[src/hdl/fldq_pkg.sv]
// Shared constants, codes and controller/datapath interface types for the frame list manager.
`timescale 1ns / 1ps

package fldq_pkg;

    localparam int POOL_SLOTS = 16;
    localparam int SLOT_W     = $clog2(POOL_SLOTS);
    localparam int COUNT_W    = $clog2(POOL_SLOTS + 1);
    localparam int ORDER_W    = 32;
    localparam int MODE_W     = 3;

    // Stream packing.
    localparam int S_TDATA_W = ((SLOT_W + ORDER_W + 7) / 8) * 8;
    localparam int M_TDATA_W = ((SLOT_W + COUNT_W + 7) / 8) * 8;
    localparam int M_TUSER_W = 2;

    typedef enum logic [MODE_W-1:0] {
        MODE_PUSH_FRONT = 3'd0,
        MODE_PUSH_BACK  = 3'd1,
        MODE_POP_FRONT  = 3'd2,
        MODE_POP_BACK   = 3'd3,
        MODE_FIND_ORDER = 3'd4,
        MODE_REMOVE     = 3'd5,
        MODE_PEEK_FRONT = 3'd6,
        MODE_IGNORED    = 3'd7
    } mode_t;

    typedef enum logic [3:0] {
        DP_IDLE,
        DP_LOAD,
        DP_SET_ERR,
        DP_PUSH,
        DP_SEL_HEAD,
        DP_SEL_TAIL,
        DP_SEL_SLOT,
        DP_UNLINK_SHORT,
        DP_LINK_READ,
        DP_UNLINK,
        DP_FIND_INIT,
        DP_FIND_READ,
        DP_FIND_STEP,
        DP_EMIT
    } dp_op_t;

    typedef struct packed {
        dp_op_t op;
    } dp_cmd_t;

    typedef struct packed {
        mode_t mode;
        logic  mark_hit;
        logic  count_zero;
        logic  count_le1;
        logic  find_match;
        logic  find_end;
        logic  out_free;
    } dp_status_t;

endpackage

[src/hdl/frame_list_deque_manager.sv]
// Top level of the frame list manager: stream ports, controller and datapath.
// Push, peek, ignored and rejected items go from decode to the done state, then to the result.
// Pop and remove of a last entry skip the link stores; else the links are read, then rewritten.
// Find reads and compares entries one by one from the head until one matches or the list ends.
// One item is in work at a time; the next is accepted once the result is in the output register.
// aresetn is synchronous and active low; it empties the list and clears membership marks.
`timescale 1ns / 1ps

module frame_list_deque_manager
    import fldq_pkg::*;
(
    input  logic                 aclk,
    input  logic                 aresetn,
    input  logic                 s_tvalid,
    output logic                 s_tready,
    input  logic [S_TDATA_W-1:0] s_tdata,   // slot [3:0], order_number [35:4]
    input  logic [MODE_W-1:0]    s_tuser,   // mode [2:0]
    output logic                 m_tvalid,
    input  logic                 m_tready,
    output logic [M_TDATA_W-1:0] m_tdata,   // result_slot [3:0], entry_count [8:4]
    output logic [M_TUSER_W-1:0] m_tuser    // error [0], found [1]
);

    dp_cmd_t    cmd;
    dp_status_t status;

    fldq_ctrl u_ctrl (
        .aclk     (aclk),
        .aresetn  (aresetn),
        .in_valid (s_tvalid),
        .in_ready (s_tready),
        .status   (status),
        .cmd      (cmd)
    );

    fldq_datapath u_datapath (
        .aclk     (aclk),
        .aresetn  (aresetn),
        .cmd      (cmd),
        .status   (status),
        .s_tdata  (s_tdata),
        .s_tuser  (s_tuser),
        .m_tvalid (m_tvalid),
        .m_tready (m_tready),
        .m_tdata  (m_tdata),
        .m_tuser  (m_tuser)
    );

endmodule

[src/hdl/fldq_ctrl.sv]
// Controller state machine that sequences each list operation through the datapath.
`timescale 1ns / 1ps

module fldq_ctrl
    import fldq_pkg::*;
(
    input  logic       aclk,
    input  logic       aresetn,
    input  logic       in_valid,
    output logic       in_ready,
    input  dp_status_t status,
    output dp_cmd_t    cmd
);

    typedef enum logic [2:0] {
        ST_IDLE,
        ST_DECODE,
        ST_UNLINK_CHK,
        ST_UNLINK_WR,
        ST_FIND_CHK,
        ST_FIND_CMP,
        ST_DONE
    } state_t;

    state_t state_reg, state_next;

    assign in_ready = (state_reg == ST_IDLE);

    always_comb begin
        state_next = state_reg;
        cmd.op     = DP_IDLE;
        unique case (state_reg)
            ST_IDLE: begin
                if (in_valid) begin
                    cmd.op     = DP_LOAD;
                    state_next = ST_DECODE;
                end
            end
            ST_DECODE: begin
                state_next = ST_DONE;
                unique case (status.mode)
                    MODE_PUSH_FRONT, MODE_PUSH_BACK: begin
                        cmd.op = status.mark_hit ? DP_SET_ERR : DP_PUSH;
                    end
                    MODE_POP_FRONT, MODE_POP_BACK: begin
                        if (status.count_zero) begin
                            cmd.op = DP_SET_ERR;
                        end else begin
                            cmd.op     = (status.mode == MODE_POP_BACK) ? DP_SEL_TAIL
                                                                        : DP_SEL_HEAD;
                            state_next = ST_UNLINK_CHK;
                        end
                    end
                    MODE_PEEK_FRONT: begin
                        cmd.op = status.count_zero ? DP_SET_ERR : DP_SEL_HEAD;
                    end
                    MODE_REMOVE: begin
                        if (!status.mark_hit) begin
                            cmd.op = DP_SET_ERR;
                        end else begin
                            cmd.op     = DP_SEL_SLOT;
                            state_next = ST_UNLINK_CHK;
                        end
                    end
                    MODE_FIND_ORDER: begin
                        cmd.op     = DP_FIND_INIT;
                        state_next = ST_FIND_CHK;
                    end
                    default: begin
                        cmd.op = DP_IDLE;
                    end
                endcase
            end
            ST_UNLINK_CHK: begin
                // A last entry leaves without touching the link stores.
                if (status.count_le1) begin
                    cmd.op     = DP_UNLINK_SHORT;
                    state_next = ST_DONE;
                end else begin
                    cmd.op     = DP_LINK_READ;
                    state_next = ST_UNLINK_WR;
                end
            end
            ST_UNLINK_WR: begin
                cmd.op     = DP_UNLINK;
                state_next = ST_DONE;
            end
            ST_FIND_CHK: begin
                if (status.find_end) begin
                    state_next = ST_DONE;
                end else begin
                    cmd.op     = DP_FIND_READ;
                    state_next = ST_FIND_CMP;
                end
            end
            ST_FIND_CMP: begin
                cmd.op     = DP_FIND_STEP;
                state_next = status.find_match ? ST_DONE : ST_FIND_CHK;
            end
            ST_DONE: begin
                if (status.out_free) begin
                    cmd.op     = DP_EMIT;
                    state_next = ST_IDLE;
                end
            end
            default: begin
                state_next = ST_IDLE;
            end
        endcase
    end

    always_ff @(posedge aclk) begin
        if (!aresetn) begin
            state_reg <= ST_IDLE;
        end else begin
            state_reg <= state_next;
        end
    end

endmodule

[src/hdl/fldq_datapath.sv]
// Datapath: link and order stores, membership marks, head/tail/count and the result register.
`timescale 1ns / 1ps

module fldq_datapath
    import fldq_pkg::*;
(
    input  logic                 aclk,
    input  logic                 aresetn,
    input  dp_cmd_t              cmd,
    output dp_status_t           status,
    input  logic [S_TDATA_W-1:0] s_tdata,
    input  logic [MODE_W-1:0]    s_tuser,
    output logic                 m_tvalid,
    input  logic                 m_tready,
    output logic [M_TDATA_W-1:0] m_tdata,
    output logic [M_TUSER_W-1:0] m_tuser
);

    logic [SLOT_W-1:0]  next_link_mem  [POOL_SLOTS];
    logic [SLOT_W-1:0]  prev_link_mem  [POOL_SLOTS];
    logic [ORDER_W-1:0] slot_order_mem [POOL_SLOTS];

    mode_t                 mode_reg, mode_next;
    logic [SLOT_W-1:0]     slot_reg, slot_next;
    logic [ORDER_W-1:0]    key_reg, key_next;
    logic [POOL_SLOTS-1:0] mark_reg, mark_next;
    logic [SLOT_W-1:0]     head_reg, head_next;
    logic [SLOT_W-1:0]     tail_reg, tail_next;
    logic [COUNT_W-1:0]    count_reg, count_next;
    logic [SLOT_W-1:0]     target_reg, target_next;
    logic [SLOT_W-1:0]     cur_reg, cur_next;
    logic [COUNT_W-1:0]    idx_reg, idx_next;
    logic                  err_reg, err_next;
    logic                  found_reg, found_next;
    logic [SLOT_W-1:0]     res_reg, res_next;
    logic                  out_valid_reg, out_valid_next;
    logic [M_TDATA_W-1:0]  out_data_reg, out_data_next;
    logic [M_TUSER_W-1:0]  out_user_reg, out_user_next;

    logic [SLOT_W-1:0]  next_rd_reg;
    logic [SLOT_W-1:0]  prev_rd_reg;
    logic [ORDER_W-1:0] order_rd_reg;
    logic [SLOT_W-1:0]  rd_addr;

    logic               next_we, prev_we, order_we;
    logic [SLOT_W-1:0]  next_wa, prev_wa;
    logic [SLOT_W-1:0]  next_wd, prev_wd;

    logic               is_head, is_tail;

    assign is_head = (target_reg == head_reg);
    assign is_tail = (target_reg == tail_reg);
    assign rd_addr = (cmd.op == DP_FIND_READ) ? cur_reg : target_reg;

    assign status.mode       = mode_reg;
    assign status.mark_hit   = mark_reg[slot_reg];
    assign status.count_zero = (count_reg == '0);
    assign status.count_le1  = (count_reg <= COUNT_W'(1));
    assign status.find_match = (order_rd_reg == key_reg);
    assign status.find_end   = (idx_reg == count_reg);
    assign status.out_free   = !out_valid_reg || m_tready;

    assign m_tvalid = out_valid_reg;
    assign m_tdata  = out_data_reg;
    assign m_tuser  = out_user_reg;

    always_comb begin
        mode_next      = mode_reg;
        slot_next      = slot_reg;
        key_next       = key_reg;
        mark_next      = mark_reg;
        head_next      = head_reg;
        tail_next      = tail_reg;
        count_next     = count_reg;
        target_next    = target_reg;
        cur_next       = cur_reg;
        idx_next       = idx_reg;
        err_next       = err_reg;
        found_next     = found_reg;
        res_next       = res_reg;
        out_valid_next = out_valid_reg && !m_tready;
        out_data_next  = out_data_reg;
        out_user_next  = out_user_reg;
        case (cmd.op)
            DP_LOAD: begin
                mode_next  = mode_t'(s_tuser);
                slot_next  = s_tdata[SLOT_W-1:0];
                key_next   = s_tdata[SLOT_W+ORDER_W-1:SLOT_W];
                err_next   = 1'b0;
                found_next = 1'b0;
                res_next   = '0;
            end
            DP_SET_ERR: begin
                err_next = 1'b1;
            end
            DP_PUSH: begin
                mark_next[slot_reg] = 1'b1;
                count_next          = count_reg + COUNT_W'(1);
                if (count_reg == '0) begin
                    head_next = slot_reg;
                    tail_next = slot_reg;
                end else if (mode_reg == MODE_PUSH_FRONT) begin
                    head_next = slot_reg;
                end else begin
                    tail_next = slot_reg;
                end
            end
            DP_SEL_HEAD: begin
                target_next = head_reg;
                res_next    = head_reg;
                found_next  = 1'b1;
            end
            DP_SEL_TAIL: begin
                target_next = tail_reg;
                res_next    = tail_reg;
                found_next  = 1'b1;
            end
            DP_SEL_SLOT: begin
                target_next = slot_reg;
            end
            DP_UNLINK_SHORT: begin
                mark_next[target_reg] = 1'b0;
                head_next             = '0;
                tail_next             = '0;
                count_next            = '0;
            end
            DP_UNLINK: begin
                mark_next[target_reg] = 1'b0;
                count_next            = count_reg - COUNT_W'(1);
                if (is_head) begin
                    head_next = next_rd_reg;
                end
                if (is_tail) begin
                    tail_next = prev_rd_reg;
                end
            end
            DP_FIND_INIT: begin
                cur_next = head_reg;
                idx_next = '0;
            end
            DP_FIND_STEP: begin
                if (order_rd_reg == key_reg) begin
                    found_next = 1'b1;
                    res_next   = cur_reg;
                end else begin
                    cur_next = next_rd_reg;
                    idx_next = idx_reg + COUNT_W'(1);
                end
            end
            DP_EMIT: begin
                out_valid_next = 1'b1;
                out_data_next  = M_TDATA_W'({count_reg, res_reg});
                out_user_next  = {found_reg, err_reg};
            end
            default: begin
            end
        endcase
    end

    // Link store writes: each store takes at most one write per operation step.
    always_comb begin
        next_we  = 1'b0;
        prev_we  = 1'b0;
        next_wa  = slot_reg;
        prev_wa  = slot_reg;
        next_wd  = head_reg;
        prev_wd  = tail_reg;
        order_we = (cmd.op == DP_PUSH);
        case (cmd.op)
            DP_PUSH: begin
                if (count_reg != '0) begin
                    next_we = 1'b1;
                    prev_we = 1'b1;
                    if (mode_reg == MODE_PUSH_FRONT) begin
                        next_wa = slot_reg;
                        next_wd = head_reg;
                        prev_wa = head_reg;
                        prev_wd = slot_reg;
                    end else begin
                        prev_wa = slot_reg;
                        prev_wd = tail_reg;
                        next_wa = tail_reg;
                        next_wd = slot_reg;
                    end
                end
            end
            DP_UNLINK: begin
                next_we = !is_head;
                next_wa = prev_rd_reg;
                next_wd = next_rd_reg;
                prev_we = !is_tail;
                prev_wa = next_rd_reg;
                prev_wd = prev_rd_reg;
            end
            default: begin
            end
        endcase
    end

    always_ff @(posedge aclk) begin
        if (next_we) begin
            next_link_mem[next_wa] <= next_wd;
        end
        if (prev_we) begin
            prev_link_mem[prev_wa] <= prev_wd;
        end
        if (order_we) begin
            slot_order_mem[slot_reg] <= key_reg;
        end
        next_rd_reg  <= next_link_mem[rd_addr];
        prev_rd_reg  <= prev_link_mem[rd_addr];
        order_rd_reg <= slot_order_mem[cur_reg];
    end

    always_ff @(posedge aclk) begin
        if (!aresetn) begin
            mark_reg      <= '0;
            head_reg      <= '0;
            tail_reg      <= '0;
            count_reg     <= '0;
            out_valid_reg <= 1'b0;
        end else begin
            mark_reg      <= mark_next;
            head_reg      <= head_next;
            tail_reg      <= tail_next;
            count_reg     <= count_next;
            out_valid_reg <= out_valid_next;
        end
        mode_reg     <= mode_next;
        slot_reg     <= slot_next;
        key_reg      <= key_next;
        target_reg   <= target_next;
        cur_reg      <= cur_next;
        idx_reg      <= idx_next;
        err_reg      <= err_next;
        found_reg    <= found_next;
        res_reg      <= res_next;
        out_data_reg <= out_data_next;
        out_user_reg <= out_user_next;
    end

`ifndef SYNTHESIS
    a_count_matches_marks: assert property (@(posedge aclk) disable iff (!aresetn)
        $countones(mark_reg) == 32'(count_reg))
        else $error("list count disagrees with membership marks");

    a_empty_ends_zero: assert property (@(posedge aclk) disable iff (!aresetn)
        (count_reg == '0) |-> (head_reg == '0 && tail_reg == '0))
        else $error("empty list with nonzero head or tail");

    a_ends_listed: assert property (@(posedge aclk) disable iff (!aresetn)
        (count_reg != '0) |-> (mark_reg[head_reg] && mark_reg[tail_reg]))
        else $error("head or tail slot not marked as listed");

    a_find_bounded: assert property (@(posedge aclk) disable iff (!aresetn)
        (cmd.op == DP_FIND_READ) |-> (idx_reg < count_reg))
        else $error("find walked past the end of the list");
`endif

endmodule

[config.mk]
export PLATFORM = sky130hd
export DESIGN_NAME = frame_list_deque_manager
export DESIGN_NICKNAME = d
export VERILOG_FILES = /design/src/hdl/fldq_pkg.sv /design/src/hdl/frame_list_deque_manager.sv /design/src/hdl/fldq_ctrl.sv /design/src/hdl/fldq_datapath.sv
export SDC_FILE = /design/constraint.sdc
export NUM_CORES = 1
export LEC_CHECK = 0
export BUFFER_PORTS_ARGS = -buffer_cell sky130_fd_sc_hd__buf_2
export CAP_MARGIN = 40
export CORE_MARGIN = 1
export CORE_UTILIZATION = 55
export DETAILED_ROUTE_END_ITERATION = 7
export GPL_ROUTABILITY_DRIVEN = 0
export GPL_TIMING_DRIVEN = 0
export HOLD_SLACK_MARGIN = 0.05
export PLACE_DENSITY = 0.77
export SLEW_MARGIN = 20
export SYNTH_ARGS = -nofsm -noshare
export SYNTH_HDL_FRONTEND = slang
export SYNTH_SLANG_ARGS = --single-unit
[constraint.sdc]
create_clock -name aclk -period 7.14 [get_ports aclk]
set_clock_uncertainty 0.1 [all_clocks]
set_input_delay 0.714 -clock aclk [delete_from_list [all_inputs] [get_ports aclk]]
set_output_delay 0.714 -clock aclk [all_outputs]
set_load 0.005 [all_outputs]
==> results of run 1 <==
-- Yosys cell counts (all sizes together), types with 18 or more instances --
| cell | instances | area, µm² |
|---|---|---|
| mux2i | 69 | 691 |
| clkbuf | 47 | 178 |
| nand2 | 52 | 195 |
| edfxtp | 709 | 21300 |
| o21ai | 24 | 120 |
| a21oi | 23 | 115 |
| buf | 41 | 235 |
| nor2 | 73 | 274 |
| xnor2 | 36 | 315 |
| dfxtp | 73 | 1460 |
| mux4 | 164 | 3690 |
| o22ai | 46 | 288 |
| and3 | 18 | 113 |
-- where the power goes --
| group | total (W) | switching (W) | internal (W) |
|---|---|---|---|
| Combinational | 0.00160 | 0.000968 | 0.000636 |
| Clock | 0.00404 | 0.00168 | 0.00237 |
| Sequential | 0.00581 | 0.000307 | 0.00550 |
| Total | 0.0115 | 0.00295 | 0.00850 |
-- worst paths after layout --
kind                                    start                                           to  slack [ps]  depth (start not counted)
max          u_datapath.slot_reg[1]$_DFFE_PP_  u_datapath.slot_order_mem[12][13]$_DFFE_PP_        2220                          9
min                                s_tdata[6]              u_datapath.key_reg[2]$_DFFE_PP_         160                          1
max reg2reg  u_datapath.slot_reg[1]$_DFFE_PP_  u_datapath.slot_order_mem[12][13]$_DFFE_PP_        2220                          9
min reg2reg   u_datapath.res_reg[0]$_DFFE_PP_              u_datapath.m_tdata[0]$_DFFE_PP_         310                          0
-- per-layer routing --
layer | up-vias | GRT usage | wire (µm)
li1 | 6839 | - | -
met1 | 8289 | 0.330 | 26800
met2 | 1002 | 0.440 | 36100
met3 | 215 | 0.0518 | 5800
met4 | 2 | 0.107 | 2860
met5 | - | 0 | 10
-- metrics by stage --
step | hold slack (ps) | setup WS, ps | utilization | instance area (µm²) | TNS [ps]
detailed placement | 307 | 2420 | 0.601 | 32600 | 0
floorplan | 300 | 2210 | - | 30500 | 0
finish | 164 | 2220 | 0.649 | 35200 | 0
global placement | 308 | -1210 | 0.583 | 31600 | -136500
global route | 144 | 2190 | 0.649 | 35200 | 0
CTS | 140 | 2430 | 0.648 | 35100 | 0
-- critical path: stages, from the launching register on --
cell and delay (ps):
edfxtp_1 320, clkbuf_1 540, mux4_2 400, mux2i_1 420, mux2i_1 240, nor3_1 740
nand3_1 570, nor3_2 780, buf_4 300, buf_4 200
-- layout make-up --
class | instances | area, µm² | area share
multi-input cells | 702 | 7370 | 0.210
clock buffers | 110 | 2190 | 0.0624
repair buffers | 124 | 1210 | 0.0345
flip-flops and latches | 782 | 22800 | 0.646
clock inverters | 32 | 342 | 0.00971
inverters | 8 | 30.0 | 0.000853
plain buffers | 88 | 417 | 0.0118
well taps | 696 | 871 | 0.0247
-- logic make-up after synthesis --
group | count (synthesis) | synth area share
DFF | 782 | 0.748
and+or+nand+nor | 253 | 0.0422
muxes | 234 | 0.144
AOI/OAI and AO/OA | 152 | 0.0344
buffers and inverters | 96 | 0.0146
xor gates and xnor gates | 51 | 0.0147
adders and majority gates | 5 | 0.00206
other | 1 | 0.000123
==> impl_metrics.env, run 1 <==
export IMPL_drv_cap=0
export IMPL_cts_max_path_buffers=3
export IMPL_area_delta_synth_final_pct=15.6
export IMPL_rows=85
export IMPL_post_cts_setup_buffers=0
export IMPL_yosys_warnings=0
export IMPL_top_register="u_datapath.slot_order_mem"
export IMPL_synth_edf_count=709
export IMPL_numCtsBuffers=77
export IMPL_fmax_ghz=0.203
export IMPL_fillers=3468
export IMPL_synthFlopType="edfxtp_1"
export IMPL_grt_start_max_net_pins=29
export IMPL_cts_root_buffer="clkbuf_16"
export IMPL_crit_type="reg2reg"
export IMPL_finalCritPeriodShare=0.690
export IMPL_ys_seq_area_frac=0.748
export IMPL_ctsHoldBuffers=0
export IMPL_cts_htree_levels=3
export IMPL_hold_violations=0
export IMPL_largestRegisters="u_datapath.slot_order_mem (512), u_datapath.next_link_mem (64), u_datapath.prev_link_mem (64)"
export IMPL_antenna_cells=0
export IMPL_port_buffers=55
export IMPL_final_cell_mix="edfxtp_1 (709), mux4_2 (164), clkbuf_16 (80)"
export IMPL_setup_viol=0
export IMPL_finalNetCount=1835
export IMPL_grt_antenna_before_repair=1
export IMPL_syn_area_um2=30400
export IMPL_grt_pass1_vias=16900
export IMPL_coreArea_um2=54200
export IMPL_critical_path_arrival_ps=5140
export IMPL_cts_sinks=782
export IMPL_wl_per_cell_um=28.2
export IMPL_die_w_um=237
export IMPL_crit_path_end_kind="register"
export IMPL_cts_resized=0
export IMPL_layout_drive_gt1_share=0.243
export IMPL_grtUsageTotal=0.259
export IMPL_ir_drop_mv=0.210
export IMPL_async_reset_ff_frac=0
export IMPL_largest_register_ffs=512
export IMPL_p_leak_nw=11.7
export IMPL_final_cell_count_no_fill=2542
export IMPL_clock_latency_ps=630
export IMPL_outcome="complete, no violations"
export IMPL_initial_utilization=0.561
export IMPL_grt_setup_unrepaired="false"
export IMPL_finalPower_w=0.0115
export IMPL_fp_dieH_um=237
export IMPL_cts_tree="done"
export IMPL_worstPathRequired_ps=7360
export IMPL_postSynthAreaPerCell_um2=19.3
export IMPL_slew_viol_final=0
export IMPL_p_per_area_nw_per_um2=326
export IMPL_worstPathMaxFanout=10
export IMPL_synthCells=1574
export IMPL_tightestPinTransition_ps=906
export IMPL_ant_nets=0
export IMPL_via_count=16300
export IMPL_design_die_area_um2=56300
export IMPL_dpl_hpwl_um=45900
export IMPL_hold_class="in2reg"
export IMPL_firstDrtPassIters=6
export IMPL_finalCriticalPeriod_ps=4920
export IMPL_via_per_inst=6.43
export IMPL_synth_cell_types=57
export IMPL_drt_wl_total_um=71600
export IMPL_grt_overflow_total=0
export IMPL_grt_pass1_wl_um=106000
export IMPL_drc=0
export IMPL_placed_cells=2393
export IMPL_ys_ff_latch=782
export IMPL_drt_iter0_markers=2004
export IMPL_clk_pin_slew_ps=60
export IMPL_final_common_cell="edfxtp_1"
export IMPL_ios=67
export IMPL_worst_setup_path_start_kind="register"
export IMPL_slew_headroom=0.396
(Power assumes the default switching activity.)
==> run 2: changes to the inputs <==
- clock period: 7.14 -> 4.66 ns (I/O delays scaled with it)
==> impl_metrics.env, run 2 (synthesized netlist as in run 1, its figures left out) <==
export IMPL_clk_pin_slew_ps=60
export IMPL_wl_per_cell_um=27.7
export IMPL_worst_setup_path_start_kind="register"
export IMPL_cpLargestDelayFamily="simple AND/OR/NAND/NOR gates"
export IMPL_drc=0
export IMPL_grt_pass1_vias=16800
export IMPL_hold_depth=4
export IMPL_ir_drop_mv=0.392
export IMPL_hold_class="in2reg"
export IMPL_numCtsBuffers=77
export IMPL_setup_viol=0
export IMPL_met2_usage=0.426
export IMPL_final_cell_mix="edfxtp_1 (709), mux4_2 (164), clkbuf_16 (80)"
export IMPL_cts_tree="done"
export IMPL_largest_register_ffs=512
export IMPL_grt_start_max_net_pins=35
export IMPL_cp_num_cells=9
export IMPL_die_w_um=237
export IMPL_outcome="complete, no violations"
export IMPL_layout_drive_gt1_share=0.237
export IMPL_cts_sinks=782
export IMPL_p_leak_nw=11.8
export IMPL_cts_resized=0
export IMPL_largestRegisters="u_datapath.slot_order_mem (512), u_datapath.next_link_mem (64), u_datapath.prev_link_mem (64)"
export IMPL_crit_slowest_cell="nor3_1"
export IMPL_via_count=16600
export IMPL_crit_type="reg2reg"
export IMPL_rrSetupSlack_ps=60
export IMPL_p_per_area_nw_per_um2=493
export IMPL_grtUsageMet1=0.341
export IMPL_final_cell_count_no_fill=2578
export IMPL_fmax_ghz=0.217
export IMPL_placed_cells=2384
export IMPL_hold_violations=0
export IMPL_path_buf_inv=3
export IMPL_final_setup_tns_ps=0
export IMPL_worstPathRequired_ps=4880
export IMPL_worstPathMaxFanout=15
export IMPL_finalCriticalPeriod_ps=4600
export IMPL_crit_path_end_kind="register"
export IMPL_critical_path_arrival_ps=4820
export IMPL_grt_pass1_wl_um=106000
export IMPL_dpl_hpwl_um=45500
export IMPL_area_delta_synth_final_pct=17.4
export IMPL_coreArea_um2=54200
export IMPL_whs_endpoint="u_ctrl.state_reg[2]$_SDFFE_PN0P_"
export IMPL_port_buffers=55
export IMPL_r2r_cells=9
export IMPL_via_per_inst=6.45
export IMPL_grtUsageTotal=0.258
export IMPL_finalCritPeriodShare=0.987
export IMPL_finalNetCount=1868
export IMPL_fp_dieH_um=237
export IMPL_ant_nets=0
export IMPL_rr_endpoint="u_datapath.slot_order_mem[11][5]$_DFFE_PP_"
export IMPL_ios=67
export IMPL_initial_utilization=0.561
export IMPL_postLayoutSetupSlackWorst_ps=59.4
export IMPL_slew_viol_final=0
export IMPL_cts_root_buffer="clkbuf_16"
export IMPL_grt_setup_unrepaired="false"
export IMPL_drt_iter0_markers=2060
export IMPL_slew_headroom=0.382
export IMPL_grtUsageMet3=0.0556
export IMPL_drt_wl_total_um=71400
export IMPL_final_common_cell="edfxtp_1"
export IMPL_path_cells="clkbuf_1 -> mux4_2 -> mux2i_1 -> mux2i_1 -> nor3_1 -> nand3b_1 -> nor2_4 -> buf_16 -> buf_16"
export IMPL_timing_rr_start="u_datapath.slot_reg[1]$_DFFE_PP_"
export IMPL_tightestPinTransition_ps=918
export IMPL_post_place_ws_ps=141
export IMPL_firstDrtPassIters=5
export IMPL_hold_path_startpoint="m_tready"
export IMPL_design_die_area_um2=56300
export IMPL_cts_htree_levels=3
export IMPL_clock_latency_ps=630
export IMPL_grt_busiest_layer="met2"
export IMPL_grt_overflow_total=0
export IMPL_drv_cap=0
export IMPL_cpPeakStageDelay_ps=700
export IMPL_rows=85
export IMPL_cts_max_path_buffers=3
export IMPL_top_register="u_datapath.slot_order_mem"
export IMPL_grt_antenna_before_repair=0
-- run 2: worst register-to-register path, delay by kind of cell, from the launching register on --
kind	cells	cell delay [ps]
simple gates	3	1870
mux	3	1030
buf+inv	3	950
flops	1	320
-- run 2: power breakdown --
part / total (W) / internal (W) / switching [W]
Sequential: 0.00892 / 0.00843 / 0.000487
Clock: 0.00616 / 0.00353 / 0.00263
Combinational: 0.00252 / 0.00100 / 0.00152
-- run 2: worst max path at each step --
stage / start / endpoint / slack (ps)
3_3_place_gp: u_datapath.slot_reg[1]$_DFFE_PP_ / u_datapath.slot_order_mem[9][15]$_DFFE_PP_ / -1780
3_5_place_dp: u_datapath.slot_reg[1]$_DFFE_PP_ / u_datapath.slot_order_mem[8][12]$_DFFE_PP_ / 140
6_report: u_datapath.slot_reg[1]$_DFFE_PP_ / u_datapath.slot_order_mem[11][5]$_DFFE_PP_ / 60
2_1_floorplan: u_datapath.slot_reg[0]$_DFFE_PP_ / u_datapath.slot_order_mem[2][0]$_DFFE_PP_ / 590
5_1_grt: u_datapath.slot_reg[1]$_DFFE_PP_ / u_datapath.slot_order_mem[10][8]$_DFFE_PP_ / 20
4_1_cts: u_datapath.slot_reg[1]$_DFFE_PP_ / u_datapath.slot_order_mem[8][8]$_DFFE_PP_ / 130
-- run 2: metal layers --
metal / vias up / part of all wire
met1: 8475 / 0.38
met2: 1051 / 0.49
li1: 6905 / -
met4: 0 / 0.038
met5: - / 0
met3: 192 / 0.095
-- run 2: repair_timing --
action / 4_1_cts / 5_1_grt
setup buffers: 0 / 2
endpoints found under the setup margin: 0 / 9
hold endpoints to repair: 39 / 0
hold buffers: 39 / 0
-- run 2: through the flow --
step,power (W),util,hold slack [ps],cell area [µm²]
after floorplan,0.0104,-,300,30500
after global placement,0.0112,0.583,309,31600
after detailed placement,0.0115,0.603,305,32700
after CTS,0.0176,0.657,69.6,35600
after global routing,0.0181,0.658,115,35700
final,0.0176,0.659,91.9,35700
-- run 2: area by class of cell --
class                   count  area [µm²]
flip-flops and latches    782       22800
fillers                  3362       18500
multi-input cells         702        7400
clock buffers             103        2130
repair buffers            157        1710
well taps                 696         871
plain buffers              88         417
clock inverters            41         409
inverters                   8        30.0
diodes                      1        2.50
